==> src/lbd_pkg.sv <==
// ----------------------------------------------------------------------------
// lbd_pkg
// Widths, codes and controller/datapath interface types shared by the LWE
// bit decryption block.
// ----------------------------------------------------------------------------
package lbd_pkg;

  localparam int VAL_W      = 31;
  localparam int IDX_W      = 10;
  localparam int ACT_W      = 2;
  localparam int STEP_CNT_W = 5;
  localparam int PADDR_W    = 3;

  localparam logic [VAL_W-1:0]      MOD_RESET = 31'd2147483629;
  localparam logic [VAL_W-1:0]      MOD_MIN   = 31'd3;
  localparam logic [STEP_CNT_W-1:0] LAST_STEP = STEP_CNT_W'(VAL_W - 1);

  // register index as seen in paddr[2]
  localparam logic REG_MODULUS = 1'b0;

  typedef enum logic [ACT_W-1:0] {
    ACT_LOAD  = 2'd0,
    ACT_ELEM  = 2'd1,
    ACT_CLOSE = 2'd2,
    ACT_NONE  = 2'd3
  } act_t;

  typedef enum logic [1:0] {
    MM_RED_V  = 2'd0,
    MM_RED_S  = 2'd1,
    MM_MUL    = 2'd2,
    MM_RED_IP = 2'd3
  } mm_op_t;

  typedef struct packed {
    logic   ld_item;
    logic   mem_rd;
    logic   mem_wr;
    logic   mm_start;
    mm_op_t mm_op;
    logic   ip_acc;
    logic   out_load;
  } dp_cmd_t;

  typedef struct packed {
    act_t action;
    logic idx_ok;
    logic mm_done;
  } dp_stat_t;

endpackage

==> src/lbd_ctrl.sv <==
// ----------------------------------------------------------------------------
// lbd_ctrl
// Sequencer: decodes each request and steps the datapath through the
// reductions and multiply it needs; owns the handshakes.
// ----------------------------------------------------------------------------
module lbd_ctrl (
  input  logic               clk,
  input  logic               rst_n,
  input  logic               in_valid,
  output logic               in_stall,
  output logic               out_valid,
  input  logic               out_stall,
  output lbd_pkg::dp_cmd_t   cmd,
  input  lbd_pkg::dp_stat_t  stat
);
  import lbd_pkg::*;

  typedef enum logic [8:0] {
    S_IDLE    = 9'b000000001,
    S_DECODE  = 9'b000000010,
    S_FETCH   = 9'b000000100,
    S_WAIT_S  = 9'b000001000,
    S_WAIT_M  = 9'b000010000,
    S_WAIT_V  = 9'b000100000,
    S_WAIT_IP = 9'b001000000,
    S_ACCUM   = 9'b010000000,
    S_DIFF    = 9'b100000000
  } state_t;

  state_t state_r, state_nxt;
  logic   out_valid_r, out_valid_nxt;

  always_comb begin
    state_nxt = state_r;
    cmd       = '0;
    cmd.mm_op = MM_RED_V;
    unique case (state_r)
      S_IDLE: begin
        if (in_valid) begin
          cmd.ld_item = 1'b1;
          state_nxt   = S_DECODE;
        end
      end
      S_DECODE: begin
        unique case (stat.action)
          ACT_LOAD: begin
            if (stat.idx_ok) begin
              cmd.mm_start = 1'b1;
              state_nxt    = S_WAIT_V;
            end else begin
              state_nxt = S_IDLE;
            end
          end
          ACT_ELEM: begin
            if (stat.idx_ok) begin
              cmd.mem_rd = 1'b1;
              state_nxt  = S_FETCH;
            end else begin
              state_nxt = S_IDLE;
            end
          end
          ACT_CLOSE: begin
            cmd.mm_start = 1'b1;
            state_nxt    = S_WAIT_V;
          end
          default: state_nxt = S_IDLE;
        endcase
      end
      S_FETCH: begin
        cmd.mm_start = 1'b1;
        cmd.mm_op    = MM_RED_S;
        state_nxt    = S_WAIT_S;
      end
      S_WAIT_S: begin
        if (stat.mm_done) begin
          cmd.mm_start = 1'b1;
          cmd.mm_op    = MM_MUL;
          state_nxt    = S_WAIT_M;
        end
      end
      S_WAIT_M: begin
        if (stat.mm_done) begin
          cmd.mm_start = 1'b1;
          cmd.mm_op    = MM_RED_IP;
          state_nxt    = S_WAIT_IP;
        end
      end
      S_WAIT_V: begin
        if (stat.mm_done) begin
          if (stat.action == ACT_LOAD) begin
            cmd.mem_wr = 1'b1;
            state_nxt  = S_IDLE;
          end else begin
            cmd.mm_start = 1'b1;
            cmd.mm_op    = MM_RED_IP;
            state_nxt    = S_WAIT_IP;
          end
        end
      end
      S_WAIT_IP: begin
        if (stat.mm_done) begin
          state_nxt = (stat.action == ACT_ELEM) ? S_ACCUM : S_DIFF;
        end
      end
      S_ACCUM: begin
        cmd.ip_acc = 1'b1;
        state_nxt  = S_IDLE;
      end
      S_DIFF: begin
        // hold until the result register is free
        if (!(out_valid_r && out_stall)) begin
          cmd.out_load = 1'b1;
          state_nxt    = S_IDLE;
        end
      end
      default: state_nxt = S_IDLE;
    endcase
  end

  assign out_valid_nxt = cmd.out_load | (out_valid_r & out_stall);

  always_ff @(posedge clk) begin
    if (!rst_n) begin
      state_r     <= S_IDLE;
      out_valid_r <= 1'b0;
    end else begin
      state_r     <= state_nxt;
      out_valid_r <= out_valid_nxt;
    end
  end

  assign in_stall  = (state_r != S_IDLE);
  assign out_valid = out_valid_r;

endmodule

==> config.mk <==
export PLATFORM = sky130hd
export DESIGN_NAME = lbd_ctrl
export DESIGN_NICKNAME = d
export VERILOG_FILES = /design/src/lbd_pkg.sv /design/src/lbd_ctrl.sv
export SDC_FILE = /design/constraint.sdc
export NUM_CORES = 1
export LEC_CHECK = 0
export BUFFER_PORTS_ARGS = -buffer_cell sky130_fd_sc_hd__buf_2
export CORE_MARGIN = 4
export CORE_UTILIZATION = 46
export CTS_CLUSTER_SIZE = 12
export DETAILED_ROUTE_END_ITERATION = 8
export HOLD_SLACK_MARGIN = 0.1
export PLACE_DENSITY = 0.71
export SLEW_MARGIN = 5
export SYNTH_ARGS = -nofsm -noshare
export SYNTH_HDL_FRONTEND = slang
export SYNTH_SLANG_ARGS = --single-unit
==> constraint.sdc <==
create_clock -name clk -period 4.7 [get_ports clk]
set_clock_uncertainty 0.2 [all_clocks]
set_input_delay 0.94 -clock clk [delete_from_list [all_inputs] [get_ports clk]]
set_output_delay 0.94 -clock clk [all_outputs]
set_load 0.1 [all_outputs]
==> impl_metrics.env, run 1 <==
export IMPL_initial_utilization_pct=50.3
export IMPL_fmax_ghz=0.278
export IMPL_ys_top_cells_by_count="nand2_1 (12), nor2_1 (11), dfxtp_1 (10)"
export IMPL_gp_congestion=0.850
export IMPL_synth_edf_count=0
export IMPL_hold_end="out_valid$_SDFF_PN0_"
export IMPL_worstMarginPinSlew_ns=0.491
export IMPL_drive_above_1_share_pct=33.0
export IMPL_postRouteAntennaNets=0
export IMPL_met1_length_um=773
export IMPL_total_power_uw=277
export IMPL_cts_tree="built"
export IMPL_start_kind="flop"
export IMPL_wl_um=1670
export IMPL_port_buffers=17
export IMPL_synth_cell_types=35
export IMPL_worstPathMaxFanout=7
export IMPL_overflow=0
export IMPL_routed_wl_met3_um=142
export IMPL_rows=13
export IMPL_wl_met2_um=732
export IMPL_setup_viol=0
export IMPL_worstHoldPathCells=2
export IMPL_cts_clk_slew_worst_paths_ns=0.07
export IMPL_stdcell_count=121
export IMPL_areaGrowthSynthToFinish_pct=20.6
export IMPL_synth_most_common_cell="nand2_1"
export IMPL_cts_buffers=3
export IMPL_firstDrtPassIters=4
export IMPL_syn_area_um2=679
export IMPL_ctsHoldBuffers=0
export IMPL_worst_hold_slack_ns=0.307
export IMPL_r2r_cells=6
export IMPL_via_count=720
export IMPL_seq_area_frac_synth_pct=29.5
export IMPL_diodes=0
export IMPL_status="finished, final reports clean"
export IMPL_top_layer="met4"
export IMPL_ys_flop_type="dfxtp_1"
export IMPL_htreeDepth=1
export IMPL_drt_iter0_markers=28
export IMPL_hold_start="out_valid$_SDFF_PN0_"
export IMPL_clockRootBuffer="clkbuf_4"
export IMPL_cts_sinks=10
export IMPL_synthTopCellsByArea="dfxtp_1 (29%), nand2_1 (6.6%), nor2_1 (6.1%), nor4_1 (4.6%), o221ai_4 (3.9%)"
export IMPL_antenna_found_initial=0
export IMPL_core_mm2=0.00135
export IMPL_syn_num_nets=95
export IMPL_critPathArrivalTime_ns=2.45
export IMPL_place_ws_ns=1.41
export IMPL_hold_viol_final=0
export IMPL_syn_avg_cell_area_um2=7.81
export IMPL_die_w_um=46.4
export IMPL_synth_top_area_share_pct=29.5
export IMPL_ys_ff_latch=10
export IMPL_grt_util_all_layers_pct=18.0
export IMPL_cts_setup_buffers=0
export IMPL_hpwl_um=1290
export IMPL_wl_per_cell_um=13.8
export IMPL_fillers=123
export IMPL_drt_vias_per_instance=5.95
export IMPL_clk_latency_ns=0.27
export IMPL_ff2ff_setup_slack_ns=2.53
export IMPL_hp_class="reg2reg"
export IMPL_power_density_mw_per_mm2=338
export IMPL_first_global_vias=658
export IMPL_worst_slack_ns=1.11
export IMPL_yosys_area_top_type="dfxtp_1"
export IMPL_crit_path_end_kind="output pin"
export IMPL_drc=0
export IMPL_drv_cap=0
export IMPL_ys_warnings_count=0
export IMPL_syn_inst=87
export IMPL_period_share_pct=76.5
export IMPL_cellLeakagePower_uw=0.000338
export IMPL_reg2reg_from="state_r[4]$_SDFFE_PN0P_"
export IMPL_grt_pass1_wl_um=2750
export IMPL_ctsLongestPathBuffers=2
export IMPL_r2r_end="state_r[4]$_SDFFE_PN0P_"
export IMPL_max_slew_margin_rel_pct=67.5
export IMPL_fin_nets=115
export IMPL_fin_tns_setup_ns=0
export IMPL_ir_drop_uv=198
export IMPL_synthArstFlopShare_pct=0
export IMPL_die_h_um=46.4
export IMPL_die_area_mm2=0.00216
export IMPL_fin_crit_ns=3.59
export IMPL_crit_type="reg2out"
export IMPL_rsz0062_at_grt="no"
export IMPL_io_pins=18
export IMPL_cts_resized=0
export IMPL_crit_required_ns=3.56
export IMPL_place_inst=117
export IMPL_grt_max_degree=9
export IMPL_drv_slew=0
==> how the worst max path moves through the flow <==
stage | from | slack [ns] | endpoint
6_report | state_r[4]$_SDFFE_PN0P_ | 1.11 | cmd[4]
5_1_grt | state_r[4]$_SDFFE_PN0P_ | 1.0 | cmd[4]
4_1_cts | state_r[4]$_SDFFE_PN0P_ | 1.10 | cmd[4]
3_5_place_dp | state_r[4]$_SDFFE_PN0P_ | 1.41 | cmd[4]
3_3_place_gp | state_r[4]$_SDFFE_PN0P_ | 1.40 | cmd[4]
2_1_floorplan | state_r[3]$_SDFFE_PN0P_ | 0.46 | cmd[7]
==> power breakdown <==
part           switching (uW)  total, uW  internal (uW)
logic                    74.3        102           27.8
clock network            30.6       77.7           47.1
registers                8.12       96.9           88.8
total                     113        277            164
==> kinds of logic after synthesis <==
logic type / synth area share [%]
xor gates and xnor gates: 2.58
AOI/OAI and AO/OA: 21.7
buffers and inverters: 3.68
DFF: 29.5
and+or+nand+nor: 42.5
==> cell usage in the layout, fill, tap and decap left out, types with 2 or more instances in the layout <==
master / instances
a21oi_1: 4
nand3_1: 2
nor2_1: 11
or3_1: 2
a21oi_2: 2
buf_2: 17
a21boi_1: 3
nand2_1: 12
nor4_1: 4
or2_2: 2
dfxtp_1: 10
o21ai_0: 4
clkbuf_4: 3
inv_1: 4
or4_4: 2
or3b_2: 2
nor4_2: 3
==> metal layers <==
layer	GRT usage [%]	vias up
met1	22.6	328
met4	10.2	0
met3	5.47	2
met2	26.9	32
met5	0	-
li1	-	358
==> flip-flops by register name, indices dropped and copies added (netlist names) <==
name	flops
out_valid	1
state_r	9
==> through the flow <==
step / util [%] / area (um2)
6_report: 60.7 / 820
5_1_grt: 60.7 / 820
4_1_cts: 60.7 / 820
3_5_place_dp: 58.0 / 783
3_3_place_gp: 58.0 / 783
2_1_floorplan: - / 689
==> final cells by class <==
type	count	area [um2]	share of cell area, %
Multi-Input combinational cell	71	464	56.6
Timing Repair Buffer	17	85.1	10.4
Clock buffer	4	36.3	4.43
Sequential cell	10	200	24.4
Inverter	4	15.0	1.83
Tap cell	15	18.8	2.29
==> critical path, stage by stage (launching register included) <==
cell     delay, ns
dfxtp_1       0.38
or3_1         0.50
or4_4         0.55
nor3_2        0.21
a311o_1       0.13
buf_2         0.42
No activity file was read; power rests on OpenSTA's default activity.
==> run 2: changes to the inputs <==
--- a/config.mk
+++ b/config.mk
@@ -5,13 +5,14 @@
 export SDC_FILE = /design/constraint.sdc
 export NUM_CORES = 1
 export LEC_CHECK = 0
+export ABC_AREA = 1
 export BUFFER_PORTS_ARGS = -buffer_cell sky130_fd_sc_hd__buf_2
 export CORE_MARGIN = 4
 export CORE_UTILIZATION = 46
 export CTS_CLUSTER_SIZE = 12
 export DETAILED_ROUTE_END_ITERATION = 8
 export HOLD_SLACK_MARGIN = 0.1
-export PLACE_DENSITY = 0.71
+export PLACE_DENSITY = 0.73
 export SLEW_MARGIN = 5
 export SYNTH_ARGS = -nofsm -noshare
 export SYNTH_HDL_FRONTEND = slang
==> constraint.sdc (replaced) <==
create_clock -name clk -period 2.9 [get_ports clk]
set_clock_uncertainty 0.2 [all_clocks]
set_input_delay 0.58 -clock clk [delete_from_list [all_inputs] [get_ports clk]]
set_output_delay 0.58 -clock clk [all_outputs]
set_load 0.1 [all_outputs]
==> run 2 against run 1 <==
  * Critical path depth up 3
  * First-iteration DRC count down 61%
  * Design area up 12%
  * Combinational power rose to 8.2 times the previous value
  * Die area up 12%
  * Non-clock buffer count unchanged
  * Global-route usage down 2.1 points
  * Register-to-register slack worse by 1.3 ns
  * Critical endpoint is now cmd[2]
  * Largest cell class unchanged
==> impl_metrics.env, run 2 <==
export IMPL_fin_nets=153
export IMPL_most_common_layout_cells="nand2_1 (25), buf_2 (17), inv_1 (15)"
export IMPL_crit_type="reg2out"
export IMPL_wl_um=1710
export IMPL_diodes=0
export IMPL_die_area_mm2=0.00241
export IMPL_rsz0062_at_grt="no"
export IMPL_drc=0
export IMPL_syn_inst=124
export IMPL_cts_tree="built"
export IMPL_port_buffers=17
export IMPL_ys_warnings_count=0
export IMPL_place_inst=156
export IMPL_cts_setup_buffers=0
export IMPL_die_w_um=49.1
export IMPL_comb_power_share_pct=73.1
export IMPL_synth_most_common_cell="nand2_1"
export IMPL_grt_max_degree=10
export IMPL_firstDrtPassIters=4
export IMPL_first_global_vias=694
export IMPL_drv_cap=0
export IMPL_crit_required_ns=2.12
export IMPL_seq_area_frac_synth_pct=25.8
export IMPL_max_slew_margin_rel_pct=67.7
export IMPL_p_switching_uw=718
export IMPL_stdcell_count=159
export IMPL_ys_ff_latch=10
export IMPL_cts_clk_slew_worst_paths_ns=0.07
export IMPL_worstMarginPinSlew_ns=0.487
export IMPL_drive_above_1_share_pct=40.6
export IMPL_grt_util_all_layers_pct=15.9
export IMPL_overflow=0
export IMPL_ir_drop_uv=646
export IMPL_critPathArrivalTime_ns=1.87
export IMPL_areaGrowthSynthToFinish_pct=18.2
export IMPL_grt_pass1_wl_um=2930
export IMPL_clk_latency_ns=0.27
export IMPL_pwr_share_seq_pct=18.5
export IMPL_largest_register="state_r"
export IMPL_setup_viol=0
export IMPL_layout_commonest_cell="nand2_1"
export IMPL_syn_area_um2=777
export IMPL_design_area_um2=918
export IMPL_clockPowerShare_pct=8.5
export IMPL_synthTopCellsByArea="dfxtp_1 (26%), nand2_1 (12%), nor2_1 (8.2%), nor2_2 (8.1%), inv_1 (7.2%)"
export IMPL_start_kind="flop"
export IMPL_synthArstFlopShare_pct=0
export IMPL_place_area_um2=896
export IMPL_ctsLongestPathBuffers=2
export IMPL_fillers=162
export IMPL_cts_buffers=3
export IMPL_synth_top_area_share_pct=25.8
export IMPL_total_power_uw=1150
export IMPL_drv_slew=0
export IMPL_wl_per_cell_um=10.7
export IMPL_cellLeakagePower_uw=0.000514
export IMPL_crit_path_end_kind="output pin"
export IMPL_rows=14
export IMPL_worstPathMaxFanout=5
export IMPL_gp_congestion=0.862
export IMPL_core_mm2=0.00156
export IMPL_synth_edf_count=0
export IMPL_antenna_found_initial=0
export IMPL_fin_tns_setup_ns=0
export IMPL_fmax_ghz=0.378
export IMPL_io_pins=18
export IMPL_postRouteAntennaNets=0
export IMPL_yosys_area_top_type="dfxtp_1"
export IMPL_internal_power_uw=430
export IMPL_p_sw_share_pct=62.5
export IMPL_synth_cell_types=22
export IMPL_syn_num_nets=132
export IMPL_period_share_pct=91.3
export IMPL_status="finished, final reports clean"
export IMPL_clockRootBuffer="clkbuf_4"
export IMPL_power_density_mw_per_mm2=1250
export IMPL_ys_top_cells_by_count="nand2_1 (25), nor2_1 (17), inv_1 (15)"
export IMPL_drt_vias_per_instance=4.91
export IMPL_initial_utilization_pct=49.8
export IMPL_ys_flop_type="dfxtp_1"
export IMPL_cts_resized=0
export IMPL_fin_crit_ns=2.65
export IMPL_hp_class="reg2reg"
export IMPL_hpwl_um=1430
export IMPL_largest_register_ffs=9
export IMPL_drt_iter0_markers=11
export IMPL_syn_avg_cell_area_um2=6.27
export IMPL_die_h_um=49.1
export IMPL_htreeDepth=1
export IMPL_via_count=781
export IMPL_hold_viol_final=0
export IMPL_cts_sinks=10
export IMPL_worst_hold_slack_ns=0.286
export IMPL_ctsHoldBuffers=0
-- run 2: layout make-up --
cell class | count | area (um2) | share of cell area (%)
Sequential cell | 10 | 200 | 21.8
Timing Repair Buffer | 17 | 85.1 | 9.26
Clock buffer | 3 | 22.5 | 2.45
Inverter | 23 | 86.3 | 9.40
Multi-Input combinational cell | 90 | 504 | 54.9
Tap cell | 16 | 20.0 | 2.18
-- run 2: worst max-delay path: stages (launching register included) --
cell	delay [ns]
dfxtp_1	0.34
nor2_2	0.20
nand2_4	0.10
inv_2	0.07
nand3_2	0.09
o21ai_1	0.21
nand3_1	0.10
nand2_1	0.06
buf_2	0.42
-- run 2: stage by stage --
stage	utilization [%]	worst slack (ns)
floorplan	-	-0.127
global placement	57.5	0.538
detailed placement	57.5	0.529
CTS	58.9	0.239
global route	58.9	0.106
finish	58.9	0.252
-- run 2: layer usage --
metal,GRT usage (%),vias to the layer above,wire length [um]
met2,23.9,14,766
met4,9.00,0,28
li1,-,422,-
met3,6.12,4,78
met5,0,-,0
met1,19.1,341,834
-- run 2: power groups by stage --
stage               clock (uW)  combinational (uW)  sequential, uW
global route               107                 915             216
floorplan                    0                 712             217
CTS                        101                 843             212
detailed placement           0                 840             215
finish                    97.4                 839             212
global placement             0                 828             214
-- run 2: logic make-up after synthesis --
| group | synth area share, % |
|---|---|
| simple gates | 55.2 |
| buf+inv | 11.8 |
| compound gates | 7.25 |
| flops | 25.8 |
-- run 2: worst paths after layout --
path / from / to / slack, ns / cells past startpoint
worst max-delay path: state_r[3]$_SDFFE_PN0P_ / cmd[2] / 0.25 / 8
worst min-delay path: out_valid$_SDFF_PN0_ / out_valid$_SDFF_PN0_ / 0.29 / 2
worst max register to register: state_r[4]$_SDFFE_PN0P_ / state_r[6]$_SDFFE_PN0P_ / 1.24 / 9
worst min register to register: out_valid$_SDFF_PN0_ / out_valid$_SDFF_PN0_ / 0.29 / 2
==> run 3: changes to the inputs <==
==> constraint.sdc (replaced) <==
create_clock -name clk -period 2.9 [get_ports clk]
set_clock_uncertainty 0.2 [all_clocks]
set_input_delay 0.145 -clock clk [delete_from_list [all_inputs] [get_ports clk]]
set_output_delay 0.145 -clock clk [all_outputs]
set_load 0.1 [all_outputs]
==> run 3 against run 2 <==
  * Maximum frequency increased by 18%
  * Largest cell class unchanged
  * Clock-buffer cell count increased by 1
  * Critical endpoint unchanged
  * Non-clock buffer count increased by 8
  * Worst hold slack got worse by 0.16 ns
==> impl_metrics.env, run 3 (synthesized netlist as in run 2, its figures left out) <==
export IMPL_worstHoldPathCells=5
export IMPL_reg2reg_from="state_r[4]$_SDFFE_PN0P_"
export IMPL_clockRootBuffer="clkbuf_4"
export IMPL_crit_family="simple AND/OR/NAND/NOR gates"
export IMPL_core_mm2=0.00156
export IMPL_grt_max_degree=10
export IMPL_worstPathMaxFanout=4
export IMPL_crit_required_ns=2.56
export IMPL_gp_congestion=0.811
export IMPL_most_common_layout_cells="nand2_1 (25), buf_2 (17), nor2_1 (16)"
export IMPL_design_area_mm2=0.00100
export IMPL_setup_viol=0
export IMPL_cts_sinks=10
export IMPL_r2r_end="state_r[2]$_SDFFE_PN0P_"
export IMPL_overflow=0
export IMPL_ctsLongestPathBuffers=2
export IMPL_via_count=819
export IMPL_layout_commonest_cell="nand2_1"
export IMPL_status="finished, final reports clean"
export IMPL_p_sw_share_pct=60.4
export IMPL_ir_drop_uv=797
export IMPL_diodes=0
export IMPL_die_h_um=49.1
export IMPL_path_cells="inv_1 -> nand2_2 -> nor2_2 -> nand3_2 -> o21ai_1 -> nand3_1 -> nand2_1 -> buf_2"
export IMPL_cellLeakagePower_uw=0.000562
export IMPL_largest_register_ffs=9
export IMPL_crit_type="reg2out"
export IMPL_crit_path_end_kind="output pin"
export IMPL_path_depth=8
export IMPL_antenna_found_initial=0
export IMPL_hold_end="state_r[3]$_SDFFE_PN0P_"
export IMPL_rsz0062_at_grt="no"
export IMPL_grt_pass1_wl_um=3170
export IMPL_htreeDepth=1
export IMPL_first_global_vias=733
export IMPL_fin_nets=161
export IMPL_drt_iter0_markers=13
export IMPL_areaGrowthSynthToFinish_pct=29.0
export IMPL_internal_power_uw=468
export IMPL_cts_setup_buffers=0
export IMPL_rows=14
export IMPL_critPathArrivalTime_ns=1.89
export IMPL_place_area_um2=886
export IMPL_io_pins=18
export IMPL_r2r_cells=8
export IMPL_largest_register="state_r"
export IMPL_hold_viol_final=0
export IMPL_cts_clk_slew_worst_paths_ns=0.07
export IMPL_p_switching_uw=713
export IMPL_hpwl_um=1370
export IMPL_postRouteAntennaNets=0
export IMPL_worstSetupStartpoint="state_r[7]$_SDFFE_PN0P_"
export IMPL_utilization_pct=64.3
export IMPL_drc=0
export IMPL_max_slew_margin_rel_pct=67.1
export IMPL_wl_um=1770
export IMPL_fin_tns_setup_ns=0
export IMPL_cts_tree="built"
export IMPL_firstDrtPassIters=4
export IMPL_cp_slowest_cell="buf_2"
export IMPL_initial_utilization_pct=49.8
export IMPL_cts_buffers=3
export IMPL_drv_slew=0
export IMPL_drv_cap=0
export IMPL_crit_buf_inv=2
export IMPL_worstMarginPinSlew_ns=0.497
export IMPL_fmax_ghz=0.447
export IMPL_hold_start="stat[0]"
export IMPL_power_density_mw_per_mm2=1180
export IMPL_port_buffers=17
export IMPL_place_inst=156
export IMPL_total_power_uw=1180
export IMPL_die_w_um=49.1
export IMPL_pwr_share_seq_pct=18.0
export IMPL_drive_above_1_share_pct=37.5
export IMPL_clk_latency_ns=0.27
export IMPL_grt_util_all_layers_pct=16.1
export IMPL_stdcell_count=168
export IMPL_cts_resized=0
export IMPL_clockPowerShare_pct=10.8
export IMPL_die_area_mm2=0.00241
export IMPL_start_kind="flop"
export IMPL_drt_vias_per_instance=4.88
export IMPL_fin_crit_ns=2.24
export IMPL_period_share_pct=77.2
export IMPL_wl_per_cell_um=10.5
export IMPL_ff2ff_setup_slack_ns=0.89
export IMPL_hp_class="in2reg"
export IMPL_comb_power_share_pct=71.2
export IMPL_cpPeakStageDelay_ns=0.42
run 3: cell count changes in the layout (fill, tap and decap cells not counted), sizes merged:
cell         change
clkbuf           +1
dlygate4sd3      +8
run 3: power by group through the flow:
stage	logic [uW]	registers, uW	clock network (uW)
after detailed placement	823	215	0
after CTS	840	212	129
after global routing	910	218	135
after floorplan	702	217	0
after global placement	816	213	0
final	841	212	127
run 3: layer usage:
layer	vias to the layer above	GRT usage [%]	wire length, um
met5	-	0	0
met4	0	4.27	25
met3	5	2.45	77
met2	19	24.8	805
met1	356	23.0	864
li1	439	-	-
run 3: through the flow:
step                hold WS [ns]  setup slack, ns
global route               0.182            0.509
finish                     0.125            0.662
detailed placement         0.225            0.972
floorplan                  0.104            0.219
CTS                        0.130            0.681
global placement           0.218            0.985
run 3: worst max-delay path by stage:
stage	end	slack, ns
after floorplan	cmd[7]	0.22
after global placement	cmd[2]	0.98
after detailed placement	cmd[2]	0.97
after CTS	cmd[2]	0.68
after global routing	cmd[2]	0.51
final	cmd[2]	0.66
run 3: timing repair:
item,4_1_cts,5_1_grt
hold endpoints to repair,10,0
endpoints found under the setup margin,0,0
hold buffers,8,0
run 3: cell type report:
| type | count | area, um2 |
|---|---|---|
| multi-input cells | 90 | 494 |
| repair buffers | 25 | 165 |
| clock buffers | 4 | 36.3 |
| well taps | 16 | 20.0 |
| fillers | 154 | 557 |
| inverters | 23 | 86.3 |
| flip-flops and latches | 10 | 200 |
run 3: worst min-delay path, stage by stage:
cell	delay, ns
buf_2	0.10
inv_1	0.07
o21ai_4	0.10
a21oi_1	0.07
nor2_1	0.09
